--- src/rtl/look_disk_request_scheduler_defines.svh ---
// Assertion helpers used by look_disk_request_scheduler.sv.
`ifndef LOOK_DISK_REQUEST_SCHEDULER_DEFINES_SVH
`define LOOK_DISK_REQUEST_SCHEDULER_DEFINES_SVH

// Same-cycle implication.
`define LDRS_ASSERT_NOW(label, clk, rst_n, ante, cons, msg) \
    label: assert property (@(posedge clk) disable iff (!rst_n) (ante) |-> (cons)) \
        else $error(msg);

// Next-cycle implication.
`define LDRS_ASSERT_NEXT(label, clk, rst_n, ante, cons, msg) \
    label: assert property (@(posedge clk) disable iff (!rst_n) (ante) |=> (cons)) \
        else $error(msg);

`endif

--- src/rtl/ldrs_pkg.sv ---
`timescale 1ns / 1ps

package ldrs_pkg;

    localparam int MAX_REQUESTS = 64;
    localparam int TRACK_BITS   = 16;
    localparam int ADDR_W       = $clog2(MAX_REQUESTS);
    localparam int CNT_W        = $clog2(MAX_REQUESTS + 1);
    localparam int MOVE_W       = 22;
    localparam int CFG_IDX_W    = 2;

    typedef logic [TRACK_BITS-1:0] track_t;
    typedef logic [ADDR_W-1:0]     addr_t;
    typedef logic [CNT_W-1:0]      cnt_t;
    typedef logic [MOVE_W-1:0]     move_t;
    typedef logic [CFG_IDX_W-1:0]  cfg_idx_t;

    localparam cfg_idx_t CFG_START_TRACK = 2'd0;
    localparam cfg_idx_t CFG_SWEEP_UP    = 2'd1;

    localparam cnt_t  CNT_MAX  = CNT_W'(MAX_REQUESTS);
    localparam move_t MOVE_MAX = {MOVE_W{1'b1}};

endpackage

--- src/rtl/ldrs_req_if.sv ---
`timescale 1ns / 1ps

interface ldrs_req_if;
    import ldrs_pkg::*;

    logic   valid;
    logic   ready;
    track_t request_track;
    logic   batch_end;

    modport source (output valid, output request_track, output batch_end, input ready);
    modport sink   (input valid, input request_track, input batch_end, output ready);
endinterface

--- src/rtl/ldrs_res_if.sv ---
`timescale 1ns / 1ps

interface ldrs_res_if;
    import ldrs_pkg::*;

    logic   valid;
    logic   ready;
    track_t served_track;
    move_t  total_movement;
    logic   empty_batch;
    logic   final_result;

    modport source (output valid, output served_track, output total_movement,
                    output empty_batch, output final_result, input ready);
    modport sink   (input valid, input served_track, input total_movement,
                    input empty_batch, input final_result, output ready);
endinterface

--- src/rtl/ldrs_cfg_if.sv ---
`timescale 1ns / 1ps

interface ldrs_cfg_if;
    import ldrs_pkg::*;

    logic     valid;
    logic     ready;
    cfg_idx_t index;
    track_t   data;

    modport source (output valid, output index, output data, input ready);
    modport sink   (input valid, input index, input data, output ready);
endinterface

--- src/rtl/ldrs_ram.sv ---
`timescale 1ns / 1ps

module ldrs_ram #(
    parameter int WIDTH = 16,
    parameter int DEPTH = 64
) (
    input  logic                     clk,
    input  logic                     we,
    input  logic [$clog2(DEPTH)-1:0] waddr,
    input  logic [WIDTH-1:0]         wdata,
    input  logic [$clog2(DEPTH)-1:0] raddr,
    output logic [WIDTH-1:0]         rdata
);

    logic [WIDTH-1:0] mem [DEPTH];

    always_ff @(posedge clk)
    begin
        if (we)
        begin
            mem[waddr] <= wdata;
        end
        rdata <= mem[raddr];
    end

endmodule

--- src/rtl/look_disk_request_scheduler.sv ---
`timescale 1ns / 1ps
// Channel  Dir  Payload                                              Beat when
// req      in   request_track[15:0], batch_end                       valid & ready
// res      out  served_track[15:0], total_movement[21:0],
//               empty_batch, final_result                            valid & ready
// cfg      in   index[1:0] (0 start_track, 1 sweep_up), data[15:0]   valid & ready
//
// A request is kept sorted in the store on arrival: insertion walks down from
// the top entry, one RAM read/compare/write per cycle. The batch end adds a scan
// of the store to locate the head, then one RAM read per result (S_ERD, then
// S_EDAT) plus any output stall.
// Reset clears count, config and the output register; store contents are
// don't-care. cfg is always ready; res stalls hold the scheduler in place.

`include "look_disk_request_scheduler_defines.svh"

module look_disk_request_scheduler (
    input  logic clk,
    input  logic rst_n,
    ldrs_req_if.sink   req,
    ldrs_res_if.source res,
    ldrs_cfg_if.sink   cfg
);
    import ldrs_pkg::*;

    typedef enum logic [2:0] {
        S_IDLE,
        S_INS,
        S_PUT,
        S_SCAN,
        S_ERD,
        S_EDAT,
        S_EMPTY
    } state_t;

    state_t state_reg;
    cnt_t   count_reg;
    track_t ins_track_reg;
    addr_t  ins_j_reg;
    logic   end_pending_reg;
    track_t start_track_reg;
    logic   sweep_up_reg;
    logic   up_reg;
    track_t head_reg;
    cnt_t   scan_idx_reg;
    logic   scan_vld_reg;
    cnt_t   less_reg;
    cnt_t   le_reg;
    cnt_t   k_reg;
    move_t  move_reg;

    logic   out_valid_reg;
    track_t out_track_reg;
    move_t  out_move_reg;
    logic   out_empty_reg;
    logic   out_final_reg;

    logic   ram_we;
    addr_t  ram_waddr;
    track_t ram_wdata;
    addr_t  ram_raddr;
    track_t ram_rdata;

    logic   req_beat;
    logic   out_free;
    cnt_t   n_hi;
    cnt_t   served;
    cnt_t   emit_idx;
    track_t head_gap;
    logic [MOVE_W:0] move_sum;
    move_t  move_next;
    logic   last_emit;

    ldrs_ram #(
        .WIDTH (TRACK_BITS),
        .DEPTH (MAX_REQUESTS)
    ) u_store (
        .clk   (clk),
        .we    (ram_we),
        .waddr (ram_waddr),
        .wdata (ram_wdata),
        .raddr (ram_raddr),
        .rdata (ram_rdata)
    );

    assign req.ready = (state_reg == S_IDLE);
    assign req_beat  = req.valid && req.ready;
    assign cfg.ready = 1'b1;

    assign res.valid          = out_valid_reg;
    assign res.served_track   = out_track_reg;
    assign res.total_movement = out_move_reg;
    assign res.empty_batch    = out_empty_reg;
    assign res.final_result   = out_final_reg;

    assign out_free = !out_valid_reg || res.ready;

    // Sorted store: [0, less) below head, [less, le) at head, [le, count) above.
    assign n_hi   = count_reg - le_reg;
    assign served = less_reg + n_hi;

    always_comb
    begin
        if (up_reg)
        begin
            if (k_reg < n_hi)
                emit_idx = le_reg + k_reg;
            else
                emit_idx = less_reg - 1'b1 - (k_reg - n_hi);
        end
        else
        begin
            if (k_reg < less_reg)
                emit_idx = less_reg - 1'b1 - k_reg;
            else
                emit_idx = le_reg + (k_reg - less_reg);
        end
    end

    assign head_gap  = (ram_rdata > head_reg) ? ram_rdata - head_reg : head_reg - ram_rdata;
    assign move_sum  = {1'b0, move_reg} + (MOVE_W + 1)'(head_gap);
    assign move_next = move_sum[MOVE_W] ? MOVE_MAX : move_sum[MOVE_W-1:0];
    assign last_emit = (k_reg == served - 1'b1);

    always_comb
    begin
        ram_raddr = '0;
        case (state_reg)
            S_IDLE:          ram_raddr = ADDR_W'(count_reg - 1'b1);
            S_INS:           ram_raddr = ins_j_reg - ADDR_W'(2);
            S_SCAN:          ram_raddr = scan_idx_reg[ADDR_W-1:0];
            S_ERD, S_EDAT:   ram_raddr = emit_idx[ADDR_W-1:0];
            default:         ram_raddr = '0;
        endcase
    end

    always_comb
    begin
        ram_we    = 1'b0;
        ram_waddr = '0;
        ram_wdata = ins_track_reg;
        case (state_reg)
            S_IDLE:
            begin
                ram_we    = req_beat && (count_reg == '0);
                ram_wdata = req.request_track;
            end
            S_INS:
            begin
                ram_we    = 1'b1;
                ram_waddr = ins_j_reg;
                ram_wdata = (ram_rdata > ins_track_reg) ? ram_rdata : ins_track_reg;
            end
            S_PUT:
            begin
                ram_we = 1'b1;
            end
            default:
            begin
                ram_we = 1'b0;
            end
        endcase
    end

    always_ff @(posedge clk or negedge rst_n)
    begin
        if (!rst_n)
        begin
            start_track_reg <= '0;
            sweep_up_reg    <= 1'b0;
        end
        else if (cfg.valid && cfg.ready)
        begin
            case (cfg.index)
                CFG_START_TRACK: start_track_reg <= cfg.data;
                CFG_SWEEP_UP:    sweep_up_reg    <= cfg.data[0];
                default:         ;
            endcase
        end
    end

    always_ff @(posedge clk or negedge rst_n)
    begin
        if (!rst_n)
        begin
            state_reg       <= S_IDLE;
            count_reg       <= '0;
            end_pending_reg <= 1'b0;
            scan_vld_reg    <= 1'b0;
            out_valid_reg   <= 1'b0;
            ins_track_reg   <= '0;
            ins_j_reg       <= '0;
            up_reg          <= 1'b0;
            head_reg        <= '0;
            scan_idx_reg    <= '0;
            less_reg        <= '0;
            le_reg          <= '0;
            k_reg           <= '0;
            move_reg        <= '0;
            out_track_reg   <= '0;
            out_move_reg    <= '0;
            out_empty_reg   <= 1'b0;
            out_final_reg   <= 1'b0;
        end
        else
        begin
            if (res.valid && res.ready)
            begin
                out_valid_reg <= 1'b0;
            end

            case (state_reg)
                S_IDLE:
                begin
                    if (req_beat)
                    begin
                        end_pending_reg <= req.batch_end;
                        ins_track_reg   <= req.request_track;
                        if ((count_reg < CNT_MAX) && (count_reg != '0))
                        begin
                            count_reg <= count_reg + 1'b1;
                            ins_j_reg <= count_reg[ADDR_W-1:0];
                            state_reg <= S_INS;
                        end
                        else
                        begin
                            if (count_reg == '0)
                                count_reg <= count_reg + 1'b1;
                            if (req.batch_end)
                            begin
                                state_reg    <= S_SCAN;
                                scan_idx_reg <= '0;
                                scan_vld_reg <= 1'b0;
                                less_reg     <= '0;
                                le_reg       <= '0;
                            end
                        end
                    end
                end

                S_INS, S_PUT:
                begin
                    if ((state_reg == S_INS) && (ram_rdata > ins_track_reg))
                    begin
                        ins_j_reg <= ins_j_reg - 1'b1;
                        if (ins_j_reg == ADDR_W'(1))
                            state_reg <= S_PUT;
                    end
                    else if (end_pending_reg)
                    begin
                        state_reg    <= S_SCAN;
                        scan_idx_reg <= '0;
                        scan_vld_reg <= 1'b0;
                        less_reg     <= '0;
                        le_reg       <= '0;
                    end
                    else
                    begin
                        state_reg <= S_IDLE;
                    end
                end

                S_SCAN:
                begin
                    if (scan_vld_reg)
                    begin
                        if (ram_rdata < start_track_reg)
                            less_reg <= less_reg + 1'b1;
                        if (ram_rdata <= start_track_reg)
                            le_reg <= le_reg + 1'b1;
                    end
                    if (scan_idx_reg < count_reg)
                    begin
                        scan_idx_reg <= scan_idx_reg + 1'b1;
                        scan_vld_reg <= 1'b1;
                    end
                    else
                    begin
                        scan_vld_reg <= 1'b0;
                        if (!scan_vld_reg)
                        begin
                            head_reg  <= start_track_reg;
                            up_reg    <= sweep_up_reg;
                            move_reg  <= '0;
                            k_reg     <= '0;
                            state_reg <= (served == '0) ? S_EMPTY : S_ERD;
                        end
                    end
                end

                S_ERD:
                begin
                    state_reg <= S_EDAT;
                end

                S_EDAT:
                begin
                    if (out_free)
                    begin
                        out_valid_reg <= 1'b1;
                        out_track_reg <= ram_rdata;
                        out_move_reg  <= move_next;
                        out_empty_reg <= 1'b0;
                        out_final_reg <= last_emit;
                        move_reg      <= move_next;
                        head_reg      <= ram_rdata;
                        k_reg         <= k_reg + 1'b1;
                        if (last_emit)
                        begin
                            count_reg <= '0;
                            state_reg <= S_IDLE;
                        end
                        else
                        begin
                            state_reg <= S_ERD;
                        end
                    end
                end

                S_EMPTY:
                begin
                    if (out_free)
                    begin
                        out_valid_reg <= 1'b1;
                        out_track_reg <= '0;
                        out_move_reg  <= '0;
                        out_empty_reg <= 1'b1;
                        out_final_reg <= 1'b1;
                        count_reg     <= '0;
                        state_reg     <= S_IDLE;
                    end
                end

                default:
                begin
                    state_reg <= S_IDLE;
                end
            endcase
        end
    end

    `LDRS_ASSERT_NOW(a_count_bound, clk, rst_n, 1'b1, count_reg <= CNT_MAX,
        "store count overflow")
    `LDRS_ASSERT_NOW(a_split_order, clk, rst_n,
        (state_reg == S_ERD) || (state_reg == S_EMPTY),
        (less_reg <= le_reg) && (le_reg <= count_reg), "head split out of order")
    `LDRS_ASSERT_NOW(a_empty_beat, clk, rst_n, out_valid_reg && out_empty_reg,
        out_final_reg && (out_track_reg == '0) && (out_move_reg == '0),
        "malformed empty beat")
    `LDRS_ASSERT_NEXT(a_final_clears, clk, rst_n,
        (state_reg == S_EDAT) && out_free && last_emit,
        (count_reg == '0) && (state_reg == S_IDLE), "store not released after final beat")

endmodule

--- src/flat_wrapper.sv ---
// flat-port wrapper written by rule: the top's interface ports become plain ports
module look_disk_request_scheduler_flat import ldrs_pkg::*;
  (clk, rst_n, req_valid, req_request_track, req_batch_end, req_ready, res_valid, res_served_track, res_total_movement, res_empty_batch, res_final_result, res_ready, cfg_valid, cfg_index, cfg_data, cfg_ready);
  ldrs_req_if req_i ();
  ldrs_res_if res_i ();
  ldrs_cfg_if cfg_i ();
  input  logic clk;
  input  logic rst_n;
  input wire logic [$bits(req_i.valid)-1:0] req_valid;
  input wire logic [$bits(req_i.request_track)-1:0] req_request_track;
  input wire logic [$bits(req_i.batch_end)-1:0] req_batch_end;
  output wire logic [$bits(req_i.ready)-1:0] req_ready;
  output wire logic [$bits(res_i.valid)-1:0] res_valid;
  output wire logic [$bits(res_i.served_track)-1:0] res_served_track;
  output wire logic [$bits(res_i.total_movement)-1:0] res_total_movement;
  output wire logic [$bits(res_i.empty_batch)-1:0] res_empty_batch;
  output wire logic [$bits(res_i.final_result)-1:0] res_final_result;
  input wire logic [$bits(res_i.ready)-1:0] res_ready;
  input wire logic [$bits(cfg_i.valid)-1:0] cfg_valid;
  input wire logic [$bits(cfg_i.index)-1:0] cfg_index;
  input wire logic [$bits(cfg_i.data)-1:0] cfg_data;
  output wire logic [$bits(cfg_i.ready)-1:0] cfg_ready;
  assign req_i.valid = req_valid;
  assign req_i.request_track = req_request_track;
  assign req_i.batch_end = req_batch_end;
  assign req_ready = req_i.ready;
  assign res_valid = res_i.valid;
  assign res_served_track = res_i.served_track;
  assign res_total_movement = res_i.total_movement;
  assign res_empty_batch = res_i.empty_batch;
  assign res_final_result = res_i.final_result;
  assign res_i.ready = res_ready;
  assign cfg_i.valid = cfg_valid;
  assign cfg_i.index = cfg_index;
  assign cfg_i.data = cfg_data;
  assign cfg_ready = cfg_i.ready;
  look_disk_request_scheduler u_core (.clk(clk), .rst_n(rst_n), .req(req_i), .res(res_i), .cfg(cfg_i));
endmodule
--- config.mk ---
export PLATFORM = sky130hd
export DESIGN_NAME = look_disk_request_scheduler_flat
export DESIGN_NICKNAME = d
export VERILOG_FILES = /design/src/rtl/ldrs_pkg.sv /design/src/rtl/ldrs_req_if.sv /design/src/rtl/ldrs_res_if.sv /design/src/rtl/ldrs_cfg_if.sv /design/src/rtl/ldrs_ram.sv /design/src/rtl/look_disk_request_scheduler.sv /design/src/flat_wrapper.sv
export VERILOG_INCLUDE_DIRS = /design/src /design/src/rtl
export SDC_FILE = /design/constraint.sdc
export NUM_CORES = 2
export LEC_CHECK = 0
export BUFFER_PORTS_ARGS = -buffer_cell sky130_fd_sc_hd__buf_2
export CAP_MARGIN = 30
export CORE_MARGIN = 1.5
export CORE_UTILIZATION = 54
export CTS_CLUSTER_DIAMETER = 40
export CTS_CLUSTER_SIZE = 20
export DETAILED_ROUTE_END_ITERATION = 12
export PLACE_DENSITY_LB_ADDON = 0.25
export REMOVE_ABC_BUFFERS = 1
export SLEW_MARGIN = 20
export SYNTH_ARGS = -nofsm -noshare
export SYNTH_HDL_FRONTEND = slang
export SYNTH_HIERARCHICAL = 1
export SYNTH_SLANG_ARGS = --single-unit
export TNS_END_PERCENT = 10
--- constraint.sdc ---
create_clock -name clk -period 12.69 [get_ports clk]
set_input_delay 1.269 -clock clk [delete_from_list [all_inputs] [get_ports clk]]
set_output_delay 1.269 -clock clk [all_outputs]
set_load 0.1 [all_outputs]
==> flow_metrics.py <==
metrics = {
    "yosys": {
        "yosysMostFrequentCell": "edfxtp_1",
        "ys_seq_area_frac": 0.661,
        "ys_warn_count": 6,
        "synthSimpleGateAreaFrac": 0.0569,
        "synth_compound_area_frac": 0.0766,
        "syn_avg_cell_area_sq_um": 15.8,
        "synthTopCellsByArea": "edfxtp_1, mux4_2, dfrtp_1",
        "syn_inst": 3356,
        "async_flop_share": 0.133,
        "synth_top_area_share": 0.580,
        "synth_fa_ha_area_frac": 0.0418,
        "synth-seq-cells": 1199,
        "synth_top_family_by_area": "multiplexers",
        "synth_mux_area_frac": 0.119,
        "synthXorXnorAreaFrac": 0.0157,
        "syn_area_sq_um": 53000,
        "synth_ff_type": "edfxtp_1",
        "synth.distinct_cells": 85,
        "yosys.area.top_type": "edfxtp_1",
        "synth_edf_count": 1024,
        "synth_commonest_cells": "edfxtp_1, mux4_2, nand2_1",
    },
    "routing": {
        "via_per_inst": 6.39,
        "routed_wl_microns": 137000,
        "drtPass1Iterations": 6,
        "drc": 0,
        "ant_nets": 0,
        "vias": 31500,
        "wl_per_cell_microns": 27.8,
        "drt_iter0_markers": 3490,
    },
    "worst_setup_path": {
        "cp_common_cell": "a21oi_1",
        "arrival_ns": 7.47,
        "end_kind": "flop",
        "worstSetupPathType": "reg2reg",
        "cp_max_fo": 101,
        "startpoint_type": "flop",
        "cp_slowest_cell": "mux4_2",
        "worstPathRequired_ns": 13.29,
        "cp_cell_sequence": "inv_1 -> ha_1 -> fa_1 -> nor2b_1 -> o21ai_0 -> a21oi_1 -> ha_1 -> a21oi_1 -> a21oi_1 -> a211o_1 -> mux2i_1 -> nand2_1 -> o211ai_1 -> o211ai_1 -> buf_4 -> buf_12 -> mux4_2 -> mux2i_1 -> a22oi_1 -> a31oi_1 -> a311oi_1",
        "slowest_delay_ns": 0.59,
    },
    "clock_tree": {
        "path_clk_slew_ns": 0.06,
        "cts_root_buf": "clkbuf_16",
        "cts_max_level": 4,
        "postCtsResizedCells": 0,
        "cts_hold_buf": 0,
        "clock-sinks": 1199,
        "cts_tree": "done",
        "post_cts_buffers": 0,
        "cts_buffers": 144,
        "worstSkewPairLatency_ns": 0.77,
        "clockBufferDepth": 3,
    },
    "timing": {
        "hold_viol": 0,
        "final.setup.worst_slack_ns": 5.82,
        "layout_min_cycle_time_ns": 6.87,
        "relSlewSlack": 0.292,
        "setup-violations-final": 0,
        "drv_slew": 0,
        "min_period_over_period": 0.542,
        "grt_setup_unrepaired": "no",
        "finClkSkew_ns": 0.0481,
        "fmax_mhz": 146,
        "worst_slew_pin_slew_ns": 1.06,
    },
    "finish": {
        "largest_register_ffs": 1024,
        "fin_nets": 3728,
        "regArea_sq_um": 35000,
        "nFillCells": 6890,
        "syn2layout_area_growth_pct": 14.0,
        "drive_above_1_share": 0.210,
        "multi_input_area_sq_um": 16700,
    },
    "min_path": {
        "hold_path_class": "in2async",
    },
    "die": {
        "dieArea_sq_um": 100000,
        "num_io_pins": 83,
        "fp.dieH_microns": 316,
        "core_sq_um": 97000,
        "start_util": 0.546,
        "rows": 114,
        "die_x_microns": 316,
    },
    "outcome": {
        "status": "completed",
    },
    "place": {
        "numPortBuffers": 81,
        "globalplace.congestion": 0.919,
        "dp_hpwl_microns": 86900,
        "place_ws_ns": 5.83,
    },
    "grt": {
        "antenna_found_initial": 4,
        "grt_overflow_total": 0,
        "grt_pass1_wl_microns": 203000,
        "grtUsageTotal": 0.277,
        "grt_max_degree": 151,
        "grt_pass1_vias": 31700,
    },
    "job": {
        "cap_violations": 0,
    },
}
[path summary, 6_finish.rpt]
kind | to | slack [ns] | depth (start not counted) | startpoint
max in group asynchronous | u_core/state_reg[0] | 10.68 | 3 | rst_n
min in group clk | u_core/res.total_movement[18] | 0.47 | 1 | u_core/res.total_movement[18]
setup reg to reg | u_core/u_store/rdata[5] | 5.82 | 21 | u_core/count_reg[0]
hold / removal | u_core/res.total_movement[15] | 0.37 | 1 | rst_n
setup / recovery | u_core/u_store/rdata[5] | 5.82 | 21 | u_core/count_reg[0]
hold reg to reg | u_core/res.total_movement[18] | 0.47 | 1 | u_core/res.total_movement[18]
[metal layers]
metal,GRT usage,vias to the layer above,wire (microns),share of wire
met1,0.364,16200,52700,0.39
met4,0.118,4,5680,0.042
met3,0.0462,316,11100,0.081
met5,0,-,23,0.00017
met2,0.460,1468,67200,0.49
li1,-,13500,-,-
[layout by cell type (no fill, tap or decap), types with 15 or more instances in the layout]
cell | synthesis | layout
buf_2 | 33 | 80
a31oi_1 | 22 | 22
nor3_1 | 27 | 26
a21o_1 | 69 | 69
mux2i_1 | 102 | 102
xnor2_1 | 49 | 49
a21oi_1 | 142 | 126
nand3_1 | 64 | 64
nand2_1 | 180 | 180
and3_1 | 17 | 17
a22oi_1 | 68 | 68
a311oi_1 | 15 | 15
fa_1 | 17 | 17
a211o_1 | 16 | 16
buf_4 | 18 | 93
mux2_2 | 21 | 21
nor2b_1 | 44 | 41
nor2_1 | 158 | 140
ha_1 | 150 | 150
edfxtp_1 | 1024 | 1024
a21oi_4 | 0 | 16
dfxtp_1 | 16 | 16
xor2_1 | 41 | 41
mux4_2 | 221 | 221
o21ai_0 | 123 | 122
a211oi_1 | 20 | 20
inv_6 | 0 | 24
nor2_2 | 0 | 16
o22ai_1 | 39 | 37
clkinv_4 | 0 | 15
dfrtp_1 | 159 | 158
clkbuf_16 | 0 | 147
nand4_1 | 27 | 27
a221oi_1 | 23 | 23
inv_1 | 135 | 135
[logic make-up after synthesis]
logic type                 count (synthesis)
muxes                                    347
xor gates and xnor gates                  92
and+or+nand+nor                          616
adders and majority gates                167
buffers and inverters                    315
DFF                                     1199
AOI/OAI and AO/OA                        619
other                                      1
[worst max-delay path, delay by kind of cell (launching register included)]
| family | cells | cell delay, ns |
|---|---|---|
| flip-flops | 1 | 0.52 |
| AND/OR/NAND/NOR | 2 | 0.24 |
| multiplexers | 3 | 1.20 |
| AO/OA/AOI/OAI | 10 | 2.16 |
| buffers and inverters | 3 | 1.29 |
| adder cells (fa/ha/maj) | 3 | 1.01 |
[area by class of cell]
cell class | count | share of cell area
Antenna cell | 2 | 0.0000828
Clock buffer | 159 | 0.0623
Clock inverter | 110 | 0.0213
Inverter | 136 | 0.00845
Multi-Input combinational cell | 1842 | 0.277
Sequential cell | 1199 | 0.580
Tap cell | 1276 | 0.0264
Timing Repair Buffer | 198 | 0.0248
[metrics by stage]
step / cells / hold WS, ns / TNS, ns / util / cell area [sq um]
detailed placement: 4646 / 0.460 / 0 / 0.570 / 55300
global placement: 4629 / 0.455 / 0 / 0.567 / 55000
floorplan: 3177 / 0.439 / -212.87 / - / 52000
global route: 4921 / 0.356 / 0 / 0.623 / 60400
CTS: 4915 / 0.472 / 0 / 0.622 / 60300
finish: 4922 / 0.370 / 0 / 0.623 / 60400
Power is not shown: default switching activity piles up to over one toggle a cycle in this logic, so the estimate is an artifact.
